==> src/design/dq_pkg.sv <==
// shared types and constants for the array based double-ended queue
`timescale 1ns / 1ps
`default_nettype none

package dq_pkg;

  localparam int unsigned DATA_W      = 32;
  localparam int unsigned CMD_W       = 3;
  localparam int unsigned STATUS_W    = 2;
  localparam int unsigned MAX_RESULTS = 32;
  localparam int unsigned CNT_W       = $clog2(MAX_RESULTS);

  typedef enum logic [CMD_W-1:0] {
    CMD_INS_REAR  = 3'd0,
    CMD_INS_FRONT = 3'd1,
    CMD_DEL_FRONT = 3'd2,
    CMD_DEL_REAR  = 3'd3,
    CMD_DISPLAY   = 3'd4
  } cmd_e;

  typedef enum logic [STATUS_W-1:0] {
    ST_OK          = 2'd0,
    ST_REAR_FULL   = 2'd1,
    ST_FRONT_FULL  = 2'd2,
    ST_EMPTY       = 2'd3
  } status_e;

  typedef enum logic [1:0] {
    S_IDLE,
    S_READ,
    S_DISP
  } state_e;

  typedef struct packed {
    status_e             status;
    logic [DATA_W-1:0]   data;
    logic                last;
  } res_t;

endpackage

`default_nettype wire

==> src/design/dq_ctrl.sv <==
// command sequencer: index bookkeeping, slot memory requests and result forming
`timescale 1ns / 1ps
`default_nettype none

module dq_ctrl
  import dq_pkg::*;
#(
  parameter int unsigned DEPTH = 32,
  localparam int unsigned IW = $clog2(DEPTH)
) (
  input  wire logic              clk_i,
  input  wire logic              rst_ni,
  input  wire logic              in_valid_i,
  output logic                   in_ready_o,
  input  wire logic [CMD_W-1:0]  in_cmd_i,
  input  wire logic [DATA_W-1:0] in_value_i,
  output logic                   res_valid_o,
  input  wire logic              res_ready_i,
  output res_t                   res_o,
  output logic                   mem_we_o,
  output logic                   mem_re_o,
  output logic [IW-1:0]          mem_addr_o,
  output logic [DATA_W-1:0]      mem_wdata_o,
  input  wire logic [DATA_W-1:0] mem_rdata_i
);

  localparam logic [IW-1:0]    LAST_IDX = IW'(DEPTH - 1);
  localparam logic [CNT_W-1:0] CNT_LAST = CNT_W'(MAX_RESULTS - 1);

  state_e           state_q, state_d;
  logic [IW-1:0]    front_q, front_d;
  logic [IW-1:0]    rear_q, rear_d;
  logic             empty_q, empty_d;
  logic [IW-1:0]    cur_q, cur_d;
  logic [CNT_W-1:0] cnt_q, cnt_d;
  logic             disp_last;

  always_ff @(posedge clk_i or negedge rst_ni) begin
    if (!rst_ni) begin
      state_q <= S_IDLE;
      front_q <= '0;
      rear_q  <= '0;
      empty_q <= 1'b1;
      cur_q   <= '0;
      cnt_q   <= '0;
    end else begin
      state_q <= state_d;
      front_q <= front_d;
      rear_q  <= rear_d;
      empty_q <= empty_d;
      cur_q   <= cur_d;
      cnt_q   <= cnt_d;
    end
  end

  assign disp_last = (cur_q == rear_q) || (cnt_q == CNT_LAST);

  always_comb begin
    state_d      = state_q;
    front_d      = front_q;
    rear_d       = rear_q;
    empty_d      = empty_q;
    cur_d        = cur_q;
    cnt_d        = cnt_q;
    in_ready_o   = 1'b0;
    res_valid_o  = 1'b0;
    res_o.status = ST_OK;
    res_o.data   = '0;
    res_o.last   = 1'b1;
    mem_we_o     = 1'b0;
    mem_re_o     = 1'b0;
    mem_addr_o   = '0;
    mem_wdata_o  = in_value_i;

    case (state_q)
      S_IDLE: begin
        in_ready_o = res_ready_i;
        if (in_valid_i && res_ready_i) begin
          case (cmd_e'(in_cmd_i))
            CMD_INS_REAR: begin
              res_valid_o = 1'b1;
              if (!empty_q && rear_q == LAST_IDX) begin
                res_o.status = ST_REAR_FULL;
              end else begin
                mem_we_o   = 1'b1;
                mem_addr_o = empty_q ? '0 : rear_q + 1'b1;
                rear_d     = mem_addr_o;
                empty_d    = 1'b0;
              end
            end
            CMD_INS_FRONT: begin
              res_valid_o = 1'b1;
              if (empty_q) begin
                // empty queue starts at slot zero
                mem_we_o   = 1'b1;
                mem_addr_o = '0;
                rear_d     = '0;
                empty_d    = 1'b0;
              end else if (front_q != '0) begin
                mem_we_o   = 1'b1;
                mem_addr_o = front_q - 1'b1;
                front_d    = mem_addr_o;
              end else begin
                res_o.status = ST_FRONT_FULL;
              end
            end
            CMD_DEL_FRONT: begin
              if (empty_q) begin
                res_valid_o  = 1'b1;
                res_o.status = ST_EMPTY;
              end else begin
                mem_re_o   = 1'b1;
                mem_addr_o = front_q;
                state_d    = S_READ;
                if (front_q == rear_q) begin
                  empty_d = 1'b1;
                  front_d = '0;
                  rear_d  = '0;
                end else begin
                  front_d = front_q + 1'b1;
                end
              end
            end
            CMD_DEL_REAR: begin
              if (empty_q) begin
                res_valid_o  = 1'b1;
                res_o.status = ST_EMPTY;
              end else begin
                mem_re_o   = 1'b1;
                mem_addr_o = rear_q;
                state_d    = S_READ;
                if (front_q == rear_q) begin
                  empty_d = 1'b1;
                  front_d = '0;
                  rear_d  = '0;
                end else begin
                  rear_d = rear_q - 1'b1;
                end
              end
            end
            CMD_DISPLAY: begin
              if (empty_q) begin
                res_valid_o  = 1'b1;
                res_o.status = ST_EMPTY;
              end else begin
                mem_re_o   = 1'b1;
                mem_addr_o = front_q;
                cur_d      = front_q;
                cnt_d      = '0;
                state_d    = S_DISP;
              end
            end
            default: begin
              // undefined command codes are swallowed without a result
            end
          endcase
        end
      end
      S_READ: begin
        res_valid_o = 1'b1;
        res_o.data  = mem_rdata_i;
        if (res_ready_i) begin
          state_d = S_IDLE;
        end
      end
      S_DISP: begin
        res_valid_o = 1'b1;
        res_o.data  = mem_rdata_i;
        res_o.last  = disp_last;
        if (res_ready_i) begin
          if (disp_last) begin
            state_d = S_IDLE;
          end else begin
            mem_re_o   = 1'b1;
            mem_addr_o = cur_q + 1'b1;
            cur_d      = mem_addr_o;
            cnt_d      = cnt_q + 1'b1;
          end
        end
      end
      default: begin
        state_d = S_IDLE;
      end
    endcase
  end

  a_empty_front_zero: assert property (@(posedge clk_i) disable iff (!rst_ni)
    empty_q |-> front_q == '0)
    else $error("empty queue with nonzero front index");

  a_front_le_rear: assert property (@(posedge clk_i) disable iff (!rst_ni)
    !empty_q |-> front_q <= rear_q)
    else $error("front index beyond rear index");

  a_no_rw_same_cycle: assert property (@(posedge clk_i) disable iff (!rst_ni)
    !(mem_we_o && mem_re_o))
    else $error("slot read and write in one cycle");

  a_disp_hold: assert property (@(posedge clk_i) disable iff (!rst_ni)
    (state_q == S_DISP && !res_ready_i) |=> ($stable(cur_q) && state_q == S_DISP))
    else $error("display walk moved while stalled");

  a_disp_in_range: assert property (@(posedge clk_i) disable iff (!rst_ni)
    state_q == S_DISP |-> (cur_q <= rear_q && cur_q >= front_q && !empty_q))
    else $error("display pointer outside held entries");

endmodule

`default_nettype wire

==> src/design/array_double_ended_queue.sv <==
// top level of the array based double-ended queue: slot memory, sequencer, output register
// insert and error results pass the output register and appear in the cycle after the command is taken
// deletes read their word into the slot read register, then pass it on through the output register
// display: first entry likewise, then one entry per cycle while results are not stalled, up to 32 entries
// inserts are taken one per cycle while results are not stalled; a delete or display takes no new
// command until its last word has moved on; the slot memory has a single port, one access per cycle
// reset: indices go to empty; slot memory is not cleared, and an empty queue never reads it
`timescale 1ns / 1ps
`default_nettype none

module array_double_ended_queue
  import dq_pkg::*;
#(
  parameter int unsigned DEPTH = 32
) (
  input  wire logic                clk_i,
  input  wire logic                rst_ni,
  // command stream
  input  wire logic                s_axis_tvalid,
  output logic                     s_axis_tready,
  input  wire logic [DATA_W-1:0]   s_axis_tdata,  // [31:0] value
  input  wire logic [CMD_W-1:0]    s_axis_tuser,  // [2:0] command
  // result stream
  output logic                     m_axis_tvalid,
  input  wire logic                m_axis_tready,
  output logic [DATA_W-1:0]        m_axis_tdata,  // [31:0] data
  output logic [STATUS_W-1:0]      m_axis_tuser,  // [1:0] status
  output logic                     m_axis_tlast
);

  localparam int unsigned IW = $clog2(DEPTH);

  // sequencer to memory and output stage
  logic              mem_we;
  logic              mem_re;
  logic [IW-1:0]     mem_addr;
  logic [DATA_W-1:0] mem_wdata;
  logic [DATA_W-1:0] rdata_q;
  logic              res_valid;
  logic              res_ready;
  res_t              res;

  // output register
  logic              out_valid_q, out_valid_d;
  res_t              out_res_q;

  // slot storage, one access per cycle, registered read data
  logic [DATA_W-1:0] slots_q [DEPTH];

  dq_ctrl #(
    .DEPTH (DEPTH)
  ) u_ctrl (
    .clk_i       (clk_i),
    .rst_ni      (rst_ni),
    .in_valid_i  (s_axis_tvalid),
    .in_ready_o  (s_axis_tready),
    .in_cmd_i    (s_axis_tuser),
    .in_value_i  (s_axis_tdata),
    .res_valid_o (res_valid),
    .res_ready_i (res_ready),
    .res_o       (res),
    .mem_we_o    (mem_we),
    .mem_re_o    (mem_re),
    .mem_addr_o  (mem_addr),
    .mem_wdata_o (mem_wdata),
    .mem_rdata_i (rdata_q)
  );

  // read data only changes on a read, so it holds across output stalls
  always_ff @(posedge clk_i) begin
    if (mem_we) begin
      slots_q[mem_addr] <= mem_wdata;
    end
    if (mem_re) begin
      rdata_q <= slots_q[mem_addr];
    end
  end

  // output stage takes a new word when empty or when its word leaves
  assign res_ready = !out_valid_q || m_axis_tready;

  always_comb begin
    out_valid_d = out_valid_q;
    if (res_ready) begin
      out_valid_d = res_valid;
    end
  end

  always_ff @(posedge clk_i or negedge rst_ni) begin
    if (!rst_ni) begin
      out_valid_q <= 1'b0;
    end else begin
      out_valid_q <= out_valid_d;
    end
  end

  always_ff @(posedge clk_i) begin
    if (res_ready && res_valid) begin
      out_res_q <= res;
    end
  end

  assign m_axis_tvalid = out_valid_q;
  assign m_axis_tdata  = out_res_q.data;
  assign m_axis_tuser  = out_res_q.status;
  assign m_axis_tlast  = out_res_q.last;

endmodule

`default_nettype wire

==> config.mk <==
export PLATFORM = sky130hd
export DESIGN_NAME = array_double_ended_queue
export DESIGN_NICKNAME = d
export VERILOG_FILES = /design/src/design/dq_pkg.sv /design/src/design/dq_ctrl.sv /design/src/design/array_double_ended_queue.sv
export SDC_FILE = /design/constraint.sdc
export NUM_CORES = 1
export LEC_CHECK = 0
export BUFFER_PORTS_ARGS = -buffer_cell sky130_fd_sc_hd__buf_2
export CAP_MARGIN = 20
export CORE_MARGIN = 2
export CORE_UTILIZATION = 60
export CTS_CLUSTER_SIZE = 12
export DETAILED_ROUTE_END_ITERATION = 16
export PLACE_DENSITY = 0.77
export SYNTH_ARGS = -nofsm -noshare
export SYNTH_HDL_FRONTEND = slang
export SYNTH_SLANG_ARGS = --single-unit
==> constraint.sdc <==
create_clock -name clk_i -period 17.47 [get_ports clk_i]
set_clock_uncertainty 0.2 [all_clocks]
set_input_delay 0.8735 -clock clk_i [delete_from_list [all_inputs] [get_ports clk_i]]
set_output_delay 0.8735 -clock clk_i [all_outputs]
set_load 0.01 [all_outputs]
==> flow_metrics.tcl, run 1 <==
set metrics [dict create \
    outcome "completed" \
    irDropWorstVdd_mv 0.121 \
    synthArstFlopShare_pct 2.15 \
    io_pins 76 \
    maxCapViolCount 0 \
    synth-warning-count 0 \
    start_util_pct 60.5 \
    dr.pass1.iters 6 \
    netSwitchingFraction_pct 27.8 \
    critPathMaxFanout 57 \
    hp-class "flip-flop to flip-flop" \
    seq_area_sq_mm 0.0334 \
    layout_common_cells "edfxtp_1, nand2_1, mux2i_1" \
    fillerInstances 4582 \
    fp.dieH_um 275 \
    fin_crit_sh_pct 32.0 \
    reg2reg_from "u_ctrl.front_q[0]" \
    synth_area_leaders "edfxtp_1, mux4_2, nand2_1" \
    seqPwrFrac_pct 48.9 \
    syn_nets 2794 \
    critPathKind "flip-flop to flip-flop" \
    worst_ep_arrival_time_ps 5770 \
    hold_depth 1 \
    cts_max_level 3 \
    die_w_um 275 \
    clockBufferDepth 3 \
    ys_seq_area_share_pct 75.5 \
    worst_path_most_repeated_cell "buf_4" \
    synth-seq-cells 1115 \
    hp-start "rdata_q[9]" \
    multi_input_comb_area_sq_mm 0.0103 \
    drc 0 \
    p_int_mw 4.64 \
    cpLargestDelayFamily "buffers and inverters" \
    postSynthAreaPerCell_sq_um 16.1 \
    setup_viol 0 \
    min_period_ps 5580 \
    tritoncts "built" \
    grt_max_degree 175 \
    dieArea_sq_mm 0.0758 \
    cp.depth 11 \
    reg2reg_depth 11 \
    grt_pass1_vias 25200 \
    core_sq_mm 0.0730 \
    p_per_area_mw_per_mm2 131 \
    cts_setup_buffers 0 \
    synth_edf_count 1091 \
    startpoint_type "flip-flop" \
    numClockSinks 1115 \
    tightest_slew_ps 1200 \
    fmax_mhz 179 \
    nNetsFinal 2882 \
    regToRegEndpoint "rdata_q[0]" \
    critPathBufInv 3 \
    path_clk_slew_ps 60 \
    ys.flop_type "edfxtp_1" \
    p_leak_nw 16.0 \
    cts_resized 0 \
    area_growth_pct 11.0 \
    yosysTopAreaCellShare_pct 74.2 \
    routed_via_density 6.74 \
    port_buffers 75 \
    stdcell_count 3846 \
    grt_first_pass_wirelength_um 163000 \
    p_comb_share_pct 18.1 \
    grt-ovfl-total 0 \
    tns_ps 0 \
    root_buffer "clkbuf_16" \
    synthCells 2742 \
    slew_headroom_pct 20.2 \
    num_rows 99 \
    end_kind "flip-flop" \
    drv_slew 0 \
    drt-initial-drc-count 4048 \
    crit_slowest_cell "buf_4" \
    gp_congestion 0.915 \
    synth_area_sq_mm 0.0442 \
    insertion_delay_ps 680 \
    antenna_found_initial 5 \
    vias 25900 \
    pwr-share-clk_pct 33.0 \
    rsz0062_at_grt "false" \
    finalHoldViolCount 0 \
    placed_cells 3667 \
    whs_endpoint "m_axis_tdata[9]" \
    cp.required_ps 17660 \
    drt_wl_total_um 113000 \
    hold_ws_ps 334 \
    grtUsageTotal_pct 29.9 \
    cts_made_buffers 110 \
    dp_hpwl_um 61700 \
    drive_gt1_share_pct 14.5 \
    power.switching_mw 1.78 \
    post_drt_wl_per_cell_um 29.4 \
    yosysTopAreaCell "edfxtp_1" \
    rrSetupSlack_ps 11890 \
    yosysUniqueCellTypes 66 \
    drtAntennaViolNets 0 \
    cp_cell_sequence "inv_1 -> ha_1 -> nor4b_2 -> or3_1 -> a31o_1 -> and2_4 -> buf_4 -> buf_4 -> mux4_2 -> a22oi_1 -> nand4_1" \
    final_common_cell "edfxtp_1" \
    critPathMaxStageDelay_ps 840 \
]
worst max-delay path by stage:
| stage | start | endpoint | slack [ps] |
|---|---|---|---|
| 4_1_cts | u_ctrl.rear_q[0] | slots_q[15][13] | 11910 |
| 3_5_place_dp | s_axis_tuser[1] | slots_q[15][11] | 11600 |
| 6_report | u_ctrl.front_q[0] | rdata_q[0] | 11890 |
| 3_3_place_gp | s_axis_tuser[1] | slots_q[15][22] | 11770 |
| 2_1_floorplan | s_axis_tuser[0] | slots_q[29][0] | 11670 |
| 5_1_grt | u_ctrl.front_q[0] | rdata_q[24] | 11510 |
final cells by class:
cell class	count	share of cell area, %
flip-flops and latches	1115	68.1
multi-input cells	1450	21.0
clock buffers	137	5.86
well taps	959	2.45
repair buffers	142	2.07
clock inverters	30	0.447
inverters	11	0.0842
diodes	2	0.0102
Yosys cell counts, types with 15 or more instances:
library cell	number
buf_4	19
clkbuf_1	84
mux2i_1	162
o21ai_0	37
mux4_2	77
o211ai_1	20
a22oi_1	30
nand3_1	122
nand2_1	456
and2_1	35
buf_2	43
nor3_1	15
a32oi_1	76
and3_1	28
nor2_1	119
edfxtp_1	1091
nand4_1	57
dfrtp_1	23
mux2_2	15
a21oi_1	25
routing by layer:
metal	global-route usage [%]	up-vias	wire [um]
li1	-	10800	-
met1	40.8	13000	40800
met2	47.6	1854	54200
met3	6.14	292	13400
met4	12.3	4	4380
met5	0	-	23
power by group through the flow:
stage / Clock [mW] / Sequential, mW / Combinational [mW]
2_1_floorplan: 0 / 3.17 / 0.775
3_3_place_gp: 0 / 3.19 / 1.11
3_5_place_dp: 0 / 3.19 / 1.14
4_1_cts: 2.13 / 3.14 / 1.15
5_1_grt: 2.23 / 3.15 / 1.24
6_report: 2.12 / 3.14 / 1.16
per-stage QoR:
stage               power, mW  worst slack [ps]  utilization (%)  area, sq um
finish                   6.42             11890             67.2        49000
global route             6.62             11510             67.2        49000
CTS                      6.41             11910             66.9        48800
detailed placement       4.33             11600             62.7        45700
global placement         4.30             11770             62.7        45700
floorplan                3.94             11670                -        44200
worst register-to-register path, stage by stage, from the launching register on:
cell	delay, ps
dfrtp_1	540
inv_1	170
ha_1	150
nor4b_2	500
or3_1	200
a31o_1	220
and2_4	630
buf_4	830
buf_4	860
mux4_2	690
a22oi_1	200
nand4_1	140
state kept, by name, indices dropped and copies added, names as in the netlist:
name	count
slots_q	1024
m_axis_tdata	32
rdata_q	32
u_ctrl.cnt_q	5
u_ctrl.cur_q	5
u_ctrl.front_q	5
u_ctrl.rear_q	5
m_axis_tuser	2
u_ctrl.state_q	2
m_axis_tlast	1
m_axis_tvalid	1
u_ctrl.empty_q	1
what timing repair did:
item | CTS | global route
setup endpoints to repair | 0 | 0
endpoints found under the hold margin | 7 | 0
hold buffers | 1 | 0
logic make-up after synthesis:
| family | Yosys count | synth area share, % |
|---|---|---|
| compound gates | 283 | 4.85 |
| fa+ha+maj | 13 | 0.368 |
| buf+inv | 177 | 1.91 |
| mux | 254 | 7.98 |
| xor+xnor | 21 | 0.416 |
| flops | 1115 | 75.5 |
| simple gates | 879 | 8.93 |
Note: power is estimated with default switching activity, not from simulation.
==> run 2: changes to the inputs <==
==> constraint.sdc (replaced) <==
create_clock -name clk_i -period 5.43 [get_ports clk_i]
set_clock_uncertainty 0.2 [all_clocks]
set_input_delay 0.2715 -clock clk_i [delete_from_list [all_inputs] [get_ports clk_i]]
set_output_delay 0.2715 -clock clk_i [all_outputs]
set_load 0.01 [all_outputs]
==> run 2 against run 1 <==
Non-clock buffer count grew 78; count of clock-buffer cells in the layout is 12 higher; flip-flop and latch count unchanged; worst setup slack worse by 11000 ps; design area grew 2.1%; sequential share of layout area fell by 1.4 points; die area did not move; highest routed layer is now met4; cell count is 2.1% higher; largest cell class unchanged; critical path type unchanged.
==> flow_metrics.tcl, run 2 (same netlist as run 1, synthesis figures left out) <==
set metrics [dict create \
    outcome "completed" \
    grtUsageMet3_pct 5.98 \
    netSwitchingFraction_pct 27.6 \
    top_register "slots_q" \
    worst_ep_arrival_time_ps 4910 \
    nNetsFinal 2960 \
    tightest_slew_ps 1040 \
    p_per_area_mw_per_mm2 421 \
    vias 26300 \
    grtUsageTotal_pct 30.5 \
    min_period_ps 4730 \
    power.switching_mw 5.82 \
    grt_busiest_layer "met2" \
    root_buffer "clkbuf_16" \
    critPathMaxFanout 24 \
    dr.pass1.iters 6 \
    num_rows 99 \
    numClockSinks 1115 \
    core_sq_mm 0.0730 \
    setup_viol 0 \
    final_common_cell "edfxtp_1" \
    p_int_mw 15.2 \
    fin_crit_sh_pct 87.0 \
    dieArea_sq_mm 0.0758 \
    area_growth_pct 13.3 \
    pwr-share-clk_pct 33.3 \
    cp.required_ps 5610 \
    p_leak_nw 16.6 \
    seqPwrFrac_pct 48.0 \
    finalHoldViolCount 0 \
    grt_pass1_vias 25900 \
    end_kind "flip-flop" \
    drt_wl_total_um 114000 \
    largest_reg_flops 1024 \
    postPlaceCellArea_sq_mm 0.0464 \
    gp_congestion 0.872 \
    die_w_um 275 \
    ctsHoldBuffers 41 \
    p_comb_share_pct 18.7 \
    drtAntennaViolNets 0 \
    pre_cts_slack_ps 919 \
    dp_hpwl_um 65200 \
    total_power_mw 21.1 \
    antenna_found_initial 2 \
    grt_use_met2_pct 48.4 \
    tns_ps 0 \
    worst_slack_ps 704 \
    grtUsageMet1_pct 42.0 \
    hp-class "input pin to flip-flop" \
    drt-initial-drc-count 3790 \
    tritoncts "built" \
    startpoint_type "flip-flop" \
    layout_common_cells "edfxtp_1, nand2_1, mux2i_1" \
    grt-ovfl-total 0 \
    cts_max_level 3 \
    io_pins 76 \
    drv_slew 0 \
    post_drt_wl_per_cell_um 29.1 \
    placed_cells 3714 \
    stdcell_count 3928 \
    insertion_delay_ps 670 \
    rsz0062_at_grt "false" \
    cts_made_buffers 110 \
    drc 0 \
    cts_resized 0 \
    maxCapViolCount 0 \
    clockBufferDepth 3 \
    port_buffers 75 \
    fp.dieH_um 275 \
    grt_first_pass_wirelength_um 167000 \
    routed_via_density 6.69 \
    critPathKind "flip-flop to flip-flop" \
    drive_gt1_share_pct 15.4 \
    fmax_mhz 212 \
    final_util_pct 68.6 \
    hold_ws_ps 139 \
    final_area_sq_mm 0.0501 \
    grt_max_degree 152 \
    irDropWorstVdd_mv 0.430 \
    path_clk_slew_ps 60 \
    start_util_pct 60.5 \
    cts_setup_buffers 0 \
    slew_headroom_pct 30.5 \
]
[run 2: changes by cell type in the layout (fill, tap and decap cells not counted), moves of 3 or more]
cell and delta:
dlygate4sd3_1 +39, buf_12 +21, buf_4 +21, clkbuf_1 +10
clkinv_1 -7, bufinv_16 +3, nor2_1 +3, nor2_2 -3
[run 2: power groups by stage]
stage | registers [mW] | logic [mW] | clock network, mW
after floorplan | 10.2 | 2.49 | 0
after global placement | 10.3 | 3.75 | 0
after detailed placement | 10.3 | 3.83 | 0
after CTS | 10.1 | 3.90 | 7.07
after global routing | 10.1 | 4.18 | 7.40
final | 10.1 | 3.94 | 7.02
[run 2: layer usage]
layer / vias to the layer above / wire length (um)
met3: 289 / 12900
met2: 1824 / 54700
met4: 0 / 4630
met5: - / 0
met1: 13200 / 42300
li1: 11000 / -
[run 2: path summary, 6_finish.rpt]
kind / startpoint / endpoint / slack (ps) / cells past startpoint
worst max-delay path: u_ctrl.front_q[0] / rdata_q[12] / 700 / 12
worst min-delay path: s_axis_tuser[0] / u_ctrl.state_q[1] / 140 / 3
worst max register to register: u_ctrl.front_q[0] / rdata_q[12] / 700 / 12
worst min register to register: rdata_q[5] / m_axis_tdata[5] / 330 / 1
max in group asynchronous: rst_ni / u_ctrl.front_q[4] / 4390 / 4
min in group asynchronous: rst_ni / m_axis_tvalid / 480 / 4
[run 2: worst max-delay path, stage by stage (launching register included)]
cell and delay [ps]:
dfrtp_1 530, inv_1 170, ha_1 160, nor4b_2 480, nor3_1 170, o31ai_1 560, o21ai_2 340, buf_4 300
nor2_4 790, buf_12 280, a32oi_1 140, o211ai_1 130, nand4_1 150
[run 2: area by class of cell]
| cell class | instances | area, sq um |
|---|---|---|
| Sequential cell | 1115 | 33400 |
| Fill cell | 4530 | 22900 |
| Multi-Input combinational cell | 1450 | 10300 |
| Clock buffer | 149 | 2960 |
| Timing Repair Buffer | 220 | 1910 |
| Tap cell | 959 | 1200 |
| Clock inverter | 23 | 260 |
| Inverter | 11 | 41.3 |
| Antenna cell | 1 | 2.50 |
